### src/rtl/core/ntp_pkg.sv
// ----------------------------------------------------------------------------
// ntp_pkg
// Types, constants and the arctangent table for the pursuit controller.
// ----------------------------------------------------------------------------
package ntp_pkg;

  localparam int CORDIC_STEPS = 16;
  localparam int GUARD_BITS   = 8;
  localparam int CW           = 28;   // CORDIC x/y width
  localparam int ZW           = 28;   // angle accumulator width
  localparam int SW           = $clog2(CORDIC_STEPS + 1);

  localparam logic signed [ZW-1:0] PI_Q24     = ZW'(52707179);
  localparam logic signed [ZW-1:0] TWO_PI_Q24 = ZW'(105414357);
  localparam logic [29:0]          INV_GAIN   = 30'd652032874;
  localparam logic [14:0]          SPEED_MAX  = 15'd32767;
  localparam logic signed [15:0]   TURN_LIMIT = 16'sd25736;

  localparam logic [1:0] MODE_T1   = 2'd0;
  localparam logic [1:0] MODE_T2   = 2'd1;
  localparam logic [1:0] MODE_POSE = 2'd2;

  typedef enum logic [2:0] {
    ST_IDLE, ST_SQ, ST_ROT, ST_MUL, ST_OUT
  } ntp_state_t;

  // control bundle from the sequencer to the CORDIC unit
  typedef struct packed {
    logic load;
    logic step;
  } ntp_cordic_ctl_t;

  function automatic logic signed [ZW-1:0] atan_q24(input logic [4:0] i);
    case (i)
      5'd0:  atan_q24 = ZW'(13176795);
      5'd1:  atan_q24 = ZW'(7778716);
      5'd2:  atan_q24 = ZW'(4110060);
      5'd3:  atan_q24 = ZW'(2086331);
      5'd4:  atan_q24 = ZW'(1047214);
      5'd5:  atan_q24 = ZW'(524117);
      5'd6:  atan_q24 = ZW'(262123);
      5'd7:  atan_q24 = ZW'(131069);
      5'd8:  atan_q24 = ZW'(65536);
      5'd9:  atan_q24 = ZW'(32768);
      5'd10: atan_q24 = ZW'(16384);
      5'd11: atan_q24 = ZW'(8192);
      5'd12: atan_q24 = ZW'(4096);
      5'd13: atan_q24 = ZW'(2048);
      5'd14: atan_q24 = ZW'(1024);
      5'd15: atan_q24 = ZW'(512);
      5'd16: atan_q24 = ZW'(256);
      5'd17: atan_q24 = ZW'(128);
      5'd18: atan_q24 = ZW'(64);
      5'd19: atan_q24 = ZW'(32);
      5'd20: atan_q24 = ZW'(16);
      5'd21: atan_q24 = ZW'(8);
      5'd22: atan_q24 = ZW'(4);
      5'd23: atan_q24 = ZW'(2);
      default: atan_q24 = '0;
    endcase
  endfunction

endpackage

### src/rtl/core/ntp_cordic.sv
// ----------------------------------------------------------------------------
// ntp_cordic
// Iterated CORDIC vectoring unit, one micro-rotation per cycle.
// ----------------------------------------------------------------------------
module ntp_cordic import ntp_pkg::*; (
  input  logic                   clk,
  input  logic                   rst_n,
  input  ntp_cordic_ctl_t        ctl,
  input  logic [4:0]             step_idx,
  input  logic signed [16:0]     dx,
  input  logic signed [16:0]     dy,
  output logic [CW-1:0]          mag_x,
  output logic signed [ZW-1:0]   ang
);

  logic signed [CW-1:0] x_r, y_r, x_nxt, y_nxt, gx, gy;
  logic signed [ZW-1:0] z_r, z_nxt;
  logic signed [CW-1:0] xs, ys;

  assign gx = {{(CW-17-GUARD_BITS){dx[16]}}, dx, {GUARD_BITS{1'b0}}};
  assign gy = {{(CW-17-GUARD_BITS){dy[16]}}, dy, {GUARD_BITS{1'b0}}};
  assign xs = x_r >>> step_idx;
  assign ys = y_r >>> step_idx;

  always_comb begin
    x_nxt = x_r;
    y_nxt = y_r;
    z_nxt = z_r;
    if (ctl.load) begin
      if (gx < 0) begin
        // pre-rotate into the right half plane
        x_nxt = -gx;
        y_nxt = -gy;
        z_nxt = (gy >= 0) ? PI_Q24 : -PI_Q24;
      end else begin
        x_nxt = gx;
        y_nxt = gy;
        z_nxt = '0;
      end
    end else if (ctl.step) begin
      if (y_r < 0) begin
        x_nxt = x_r - ys;
        y_nxt = y_r + xs;
        z_nxt = z_r - atan_q24(step_idx);
      end else begin
        x_nxt = x_r + ys;
        y_nxt = y_r - xs;
        z_nxt = z_r + atan_q24(step_idx);
      end
    end
  end

  always_ff @(posedge clk) begin
    if (!rst_n) begin
      x_r <= '0;
      y_r <= '0;
      z_r <= '0;
    end else begin
      x_r <= x_nxt;
      y_r <= y_nxt;
      z_r <= z_nxt;
    end
  end

  assign mag_x = x_r;
  assign ang   = z_r;

endmodule

### config.mk
export PLATFORM = sky130hd
export DESIGN_NAME = ntp_cordic
export DESIGN_NICKNAME = d
export VERILOG_FILES = /design/src/rtl/core/ntp_pkg.sv /design/src/rtl/core/ntp_cordic.sv
export SDC_FILE = /design/constraint.sdc
export NUM_CORES = 1
export LEC_CHECK = 0
export ABC_AREA = 1
export ABC_CLOCK_PERIOD_IN_PS = 14000
export BUFFER_PORTS_ARGS = -buffer_cell sky130_fd_sc_hd__buf_2
export CORE_ASPECT_RATIO = 1.25
export CORE_UTILIZATION = 60
export DETAILED_ROUTE_END_ITERATION = 8
export HOLD_SLACK_MARGIN = 0.12
export PLACE_DENSITY_LB_ADDON = 0.3
export SLEW_MARGIN = 5
export SYNTH_ARGS = -nofsm -noshare
export SYNTH_HDL_FRONTEND = slang
export SYNTH_SLANG_ARGS = --single-unit
export TNS_END_PERCENT = 1
### constraint.sdc
create_clock -name clk -period 14 [get_ports clk]
set_clock_uncertainty 0.05 [all_clocks]
set_input_delay 2.8 -clock clk [delete_from_list [all_inputs] [get_ports clk]]
set_output_delay 2.8 -clock clk [all_outputs]
set_load 0.03 [all_outputs]
==> metrics.md, run 1 <==
| Metric | Value |
|---|---|
| Outcome | finished clean |
| Slowest library cell on the worst path | buf_2 |
| Share of power burned in the clock network | between 15 and 20% |
| Global router's overall resource usage | a little over two fifths |
| Switching power of the nets | 867 uW |
| I/O pin cnt | a little under 100 |
| Synthesized area per cell | between 5 and 6 um^2 |
| Initial antenna violation count | 1 |
| Clock transition at path regs | 0.06 ns |
| Layout cells sized above 1 | 8.68% |
| Layout overhead on the synthesized area | 5.49% |
| PwrDens | ~110 mW/mm^2 |
| Wire length reported by the detailed router | a little under 50000 um |
| Maximum vdd drop | about 77 uV |
| Classification of the worst-slack hold path | reg2reg |
| CP endpoint kind | flip-flop |
| Post-DR wirelength/cell | roughly 18 um |
| Via-to-Cell Ratio | ~6.1 |
| Detailed-router iteration count before antenna repair | 9 |
| 1st-iter DRT viols | between 1000 and 1500 |
| Unrepaired setup endpoints after global routing | no |
| Layout Utilization | 64.5% |
| Most frequent cells in the layout | 664 x nand2_1, 242 x inv_1, 233 x nand3_1 |
| Cell total after placement | roughly 2700 |
| Most common library cell in the layout ignoring fill and taps | nand2_1 |
| Setup Total Neg Slack | 0 ns |
| DPL Wire Length | roughly 37000 um |
| Slew at the pin with the worst max-slew slack | around 1.1 ns |
| Pin count of the biggest net entering global routing | between 60 and 70 |
| Number of setup violations in the final report | 0 |
| Series of cell instances along the critical path | buf_2 > inv_4 > ha_1 > nand2_1 > o21ai_0 > nand3_1 > nand2_1 > ha_1 > nand3_1 > nor3b_2 > or2_2 > xor2_1 > ha_1 > a21oi_1 > a21boi_0 > nand3_1 > a21boi_0 > o21ai_0 > a21oi_1 > o21ai_0 > or2_2 > nand3_1 > a21oi_1 |
| Arrival time of the worst setup path | 8.25 ns |
| Most used cell along the critical path | nand3_1 |
| Setup fix buffers added after clock tree synthesis | 0 |
| Hold path start | y_r[6] |
| Type of the worst setup path | in2reg |
| Buffer cell driving the clock tree root | clkbuf_16 |
| Sw frac | 52.7% |
| Final hold slack | ~0.45 ns |
| Combinational cell fraction of total power | 64.0% |
| Site row count | between 60 and 70 |
| Starting Density | between 60 and 70% |
| Vias | between 15000 and 20000 |
| Die X-Extent | 137 um |
| Register area share after synthesis | between 10% and 20% |
| Global-route wire length before repair | ~76000 um |
| Clock tree from TritonCTS | done |
| Fin. max-slew vios | 0 |
| Number of clock sinks seen by CTS | 84 |
| Count of buffers from port buffering | between 90 and 100 |
| Max Cap Viol | 0 |
| Number of clock buffers inserted by TritonCTS | 9 |
| Y dimension of the die | roughly 170 um |
| CORE AREA | between 0.02 and 0.025 mm^2 |
| Residual DRC | 0 |
| Critical path data required time | 14.18 ns |
| Setup WS post-layout | 5.93 ns |
| Count of cell types in the netlist | 62 |
| Remaining Overflow, GRT | 0 |
| Slowest Stage Delay on Critical Path | 0.80 ns |
| Internal power component | around 780 uW |
| Final clock period utilization by the worst path | around 58% |
| Resize count post-CTS | 0 |
| Final critical-path required period | about 8 ns |
| Overall die area | ~0.023 mm^2 |
| Worst-case setup slack after placement | between 5 and 6 ns |
| Net count after synthesis | roughly 2500 |
| Number of global-route vias before repair | approximately 15000 |
| Count of yosys warnings during synthesis | 0 |
| Worst R2R Start | y_r[27] |
| Post-route cell area | roughly 0.014 mm^2 |
| Hold violation total from the final report | 0 |
| Routability cong. | 0.991 |
| Crit path launch | step_idx[0] |
| Final cell count without fillers | around 2700 |
| Number of flops mapped to enable cells by yosys | 0 |
| Hold buffers post-CTS | 0 |
| Syn Std Cell Area | 0.0136 mm^2 |
| Fraction of registers with async set or reset after synthesis | 0% |
| Maximum root-to-sink buffer count | 2 |
| H-Tree Level Count | 3 |
| Fmax | about 120 MHz |
| Standard cell area after detailed placement | 0.0140 mm^2 |
| Flip-flop and latch count after synthesis | 84 |
| Final nets | between 2000 and 3000 |
| Worst-path maximum fanout | 68 |
| Startpoint class of the critical path | input pin |
| Primary flip-flop cell chosen by synthesis mapping | dfxtp_1 |
| Antenna violation net count after detailed routing | 0 |
| Leak Pwr | about 7.4 nW |
| Seq pwr share | between 20% and 30% |
| Source-to-sink clock delay at the later pin of the worst-skew pair | about 0.38 ns |
| Synthesized netlist cell count | between 2000 and 2500 |
| Remaining max-slew budget at the tightest pin | 25.3% |
| Post-route total power | about 1.6 mW |
==> critical path, delay by kind of cell <==
| family | cells | cell delay [ns] |
|---|---|---|
| compound gates | 8 | 1.52 |
| simple gates | 9 | 1.49 |
| buf+inv | 2 | 1.28 |
| fa+ha+maj | 3 | 0.98 |
| xor+xnor | 1 | 0.16 |
==> layout make-up <==
class	instances	area [um^2]
repair buffers	114	611
inverters	251	946
well taps	283	354
multi-input cells	1965	10400
diodes	2	5.00
flip-flops and latches	84	1680
fillers	2175	7880
clock inverters	3	45.0
clock buffers	13	260
==> cell families after synthesis <==
kind of cell	Yosys count	synth area share, %
fa+ha+maj	102	9.56
simple gates	1223	39.1
compound gates	555	22.6
flops	84	12.4
xor+xnor	85	5.48
buf+inv	353	11.0
==> path summary, 6_finish.rpt <==
kind          endpoint  slack [ns]  cells past startpoint
max            ang[23]        5.93                     23
min             y_r[6]        0.45                      2
max reg2reg  mag_x[18]        8.71                     26
min reg2reg     y_r[6]        0.45                      2
==> synth_stat cells, drive strengths merged, types with 6 or more instances <==
master | number | area share [%]
a21boi | 6 | 0.33
a21o | 7 | 0.39
a21oi | 231 | 8.5
a31oi | 34 | 1.6
and2 | 7 | 0.32
buf | 58 | 2.8
clkbuf | 44 | 1.2
dfxtp | 84 | 12
ha | 99 | 9.1
inv | 250 | 6.9
nand2 | 683 | 19
nand3 | 247 | 9.6
nand3b | 7 | 0.39
nand4 | 22 | 1.0
nor2 | 193 | 5.6
nor3 | 31 | 1.2
nor4 | 7 | 0.32
o211ai | 8 | 0.48
o21a | 9 | 0.50
o21ai | 215 | 8.1
o21bai | 13 | 0.75
o31ai | 8 | 0.48
or2 | 22 | 1.0
xnor2 | 32 | 2.1
xor2 | 53 | 3.4
==> state kept, by name, summed over array words and instances (netlist names) <==
name,cells
mag_x,28
y_r,28
ang,28
==> layer usage <==
layer | track usage [%] | vias to the layer above | share of wire, %
li1 | - | 8065 | -
met1 | 49.1 | 7450 | 39
met2 | 69.4 | 816 | 46
met3 | 10.1 | 194 | 9.4
met4 | 25.4 | 0 | 5.7
met5 | 0 | - | 0
==> power groups by stage <==
| stage | Sequential, mW | Clock (mW) | Combinational [mW] |
|---|---|---|---|
| after floorplan | 0.357 | 0 | 0.753 |
| after global routing | 0.337 | 0.266 | 1.17 |
| after global placement | 0.336 | 0 | 1.01 |
| final | 0.335 | 0.258 | 1.05 |
| after detailed placement | 0.336 | 0 | 1.02 |
| after CTS | 0.331 | 0.257 | 1.03 |
Power figures use the tool's default switching activity.
==> run 2, diff against run 1 <==
ABC_CLOCK_PERIOD_IN_PS = 8100   (was 14000)
clock period = 8.1 ns   (was 14 ns; I/O delays follow)
==> metrics.md, run 2 (synthesis results as in run 1) <==
| Metric | Value |
|---|---|
| Buffer cell driving the clock tree root | clkbuf_16 |
| 1st-iter DRT viols | ~1700 |
| Pin count of the biggest net entering global routing | slightly below 70 |
| Arrival time of the worst setup path | between 7 and 8 ns |
| Outcome | finished clean |
| Resize count post-CTS | 0 |
| Count of buffers from port buffering | 98 |
| Overall die area | approximately 0.023 mm^2 |
| Via-to-Cell Ratio | 6.20 |
| Register-to-register setup slack | roughly 2.9 ns |
| Remaining max-slew budget at the tightest pin | 27.1% |
| Hold path depth | 2 |
| Routability cong. | around 1.0 |
| Most common library cell in the layout ignoring fill and taps | nand2_1 |
| CP endpoint kind | flip-flop |
| Worst R2R Start | y_r[27] |
| Starting Density | between 60% and 70% |
| Site row count | slightly above 60 |
| DPL Wire Length | roughly 38000 um |
| Fin. max-slew vios | 0 |
| Startpoint class of the critical path | input pin |
| Series of cell instances along the critical path | buf_2 > inv_2 > ha_1 > nand2_1 > o21ai_0 > nand3_1 > nand2_1 > ha_1 > nand3_1 > nor3b_2 > a31oi_1 > xor2_1 > inv_1 > ha_1 > a21oi_1 > inv_1 > a21oi_1 > a21boi_0 > o21ai_0 > a21oi_1 > o21ai_0 > or2_2 > nand3_1 > a21oi_1 |
| Source-to-sink clock delay at the later pin of the worst-skew pair | ~0.37 ns |
| Global router's overall resource usage | 43.3% |
| Multi-input combinational cell area | roughly 0.010 mm^2 |
| Max Cap Viol | 0 |
| Final hold slack | roughly 0.46 ns |
| Clock tree from TritonCTS | done |
| Global-route wire length before repair | between 70000 and 80000 um |
| Final nets | between 2000 and 3000 |
| Number of fillers in the final layout | approximately 2300 |
| PwrDens | between 200 and 250 mW/mm^2 |
| Critical path data required time | just over 8 ns |
| Most frequent cells in the layout | 664 x nand2_1, 242 x inv_1, 233 x nand3_1 |
| Min-Delay Endpoint | y_r[7] |
| Number of setup violations in the final report | 0 |
| Sequential standard cell area | approximately 0.0017 mm^2 |
| Hold violation total from the final report | 0 |
| Number of global-route vias before repair | 15425 |
| Post-route total power | between 2 and 3 mW |
| Worst-path maximum fanout | 58 |
| Endpoint of the worst register-to-register path | mag_x[18] |
| Cell total after placement | ~2700 |
| Slowest library cell on the worst path | buf_2 |
| Hold path start | y_r[7] |
| Hold buffers post-CTS | 0 |
| Leak Pwr | around 7.4 nW |
| Final cell count without fillers | 2713 |
| Layout overhead on the synthesized area | 5.55% |
| CORE AREA | ~0.022 mm^2 |
| Wire length reported by the detailed router | 50500 um |
| Reg2Reg Depth | 26 |
| H-Tree Level Count | 3 |
| Initial antenna violation count | 2 |
| Remaining Overflow, GRT | 0 |
| Slowest Stage Delay on Critical Path | ~0.8 ns |
| Unrepaired setup endpoints after global routing | no |
| I/O pin cnt | 99 |
| Die X-Extent | ~140 um |
| Number of clock buffers inserted by TritonCTS | 9 |
| Antenna violation net count after detailed routing | 0 |
| Fmax | 141 MHz |
| Number of clock sinks seen by CTS | 84 |
| Setup Total Neg Slack | 0 ns |
| Y dimension of the die | around 170 um |
| Final clock period utilization by the worst path | a little under 90% |
| Residual DRC | 0 |
| Clock transition at path regs | around 0.06 ns |
| Slew at the pin with the worst max-slew slack | ~1.1 ns |
| Maximum root-to-sink buffer count | 2 |
| Post-DR wirelength/cell | 18.6 um |
| Type of the worst setup path | in2reg |
| Most used cell along the critical path | a21oi_1 |
| Maximum vdd drop | 158 uV |
| Vias | 16819 |
| Final critical-path required period | about 7.1 ns |
| Layout cells sized above 1 | around 8.7% |
| Detailed-router iteration count before antenna repair | 9 |
| Setup fix buffers added after clock tree synthesis | 0 |
| Classification of the worst-slack hold path | reg2reg |
-- run 2: cell types whose count changed in the layout (fill, tap and decap cells not counted) --
cell / before / now
bufinv_16: 1 / 2
clkinv_2: 1 / 2
clkbuf_8: 2 / 1
diode_2: 2 / 1
clkinv_4: 0 / 1
clkinvlp_4: 2 / 0
clkbuf_1: 2 / 1
-- run 2: how the worst max path moves through the flow --
| stage | start | endpoint | slack (ns) |
|---|---|---|---|
| after global placement | step_idx[1] | ang[23] | 1.09 |
| final | step_idx[1] | ang[23] | 1.02 |
| after CTS | step_idx[1] | ang[23] | 1.21 |
| after global routing | step_idx[1] | ang[23] | 0.55 |
| after detailed placement | step_idx[1] | ang[23] | 0.96 |
| after floorplan | step_idx[0] | ang[23] | 2.36 |
-- run 2: report_power, final --
part | switching [mW] | total, mW | leakage [nW] | internal (mW)
sequential | 0.104 | 0.582 | 0.695 | 0.478
clock | 0.190 | 0.468 | 0.156 | 0.277
combinational | 1.23 | 1.84 | 6.54 | 0.616
-- run 2: metrics by stage --
stage / cell area, um^2 / util, % / worst slack (ns)
finish: 14300 / 64.6 / 1.02
floorplan: 13600 / - / 2.36
global route: 14300 / 64.6 / 0.550
detailed placement: 14000 / 63.1 / 0.962
CTS: 14300 / 64.5 / 1.21
global placement: 14000 / 63.1 / 1.09
-- run 2: critical path, delay by kind of cell --
family | cells | cell delay (ns)
adders and majority gates | 3 | 1.01
and+or+nand+nor | 7 | 1.16
buffers and inverters | 4 | 1.49
AOI/OAI and AO/OA | 9 | 1.79
xor gates and xnor gates | 1 | 0.17
-- run 2: cell type report --
| cell class | count | area share (%) |
|---|---|---|
| multi-input cells | 1965 | 72.7 |
| clock inverters | 4 | 0.515 |
| well taps | 283 | 2.47 |
| inverters | 251 | 6.60 |
| clock buffers | 11 | 1.69 |
| repair buffers | 114 | 4.26 |
| flip-flops and latches | 84 | 11.7 |
| diodes | 1 | 0.0175 |
-- run 2: layer usage --
| layer | wire length [um] | part of all wire [%] | vias to the layer above | track usage (%) |
|---|---|---|---|---|
| met1 | 19300 | 38 | 7671 | 50.8 |
| li1 | - | - | 8054 | - |
| met5 | 0 | 0 | - | 0 |
| met4 | 2890 | 5.7 | 0 | 25.4 |
| met2 | 23700 | 47 | 885 | 72.5 |
| met3 | 4630 | 9.2 | 209 | 8.43 |
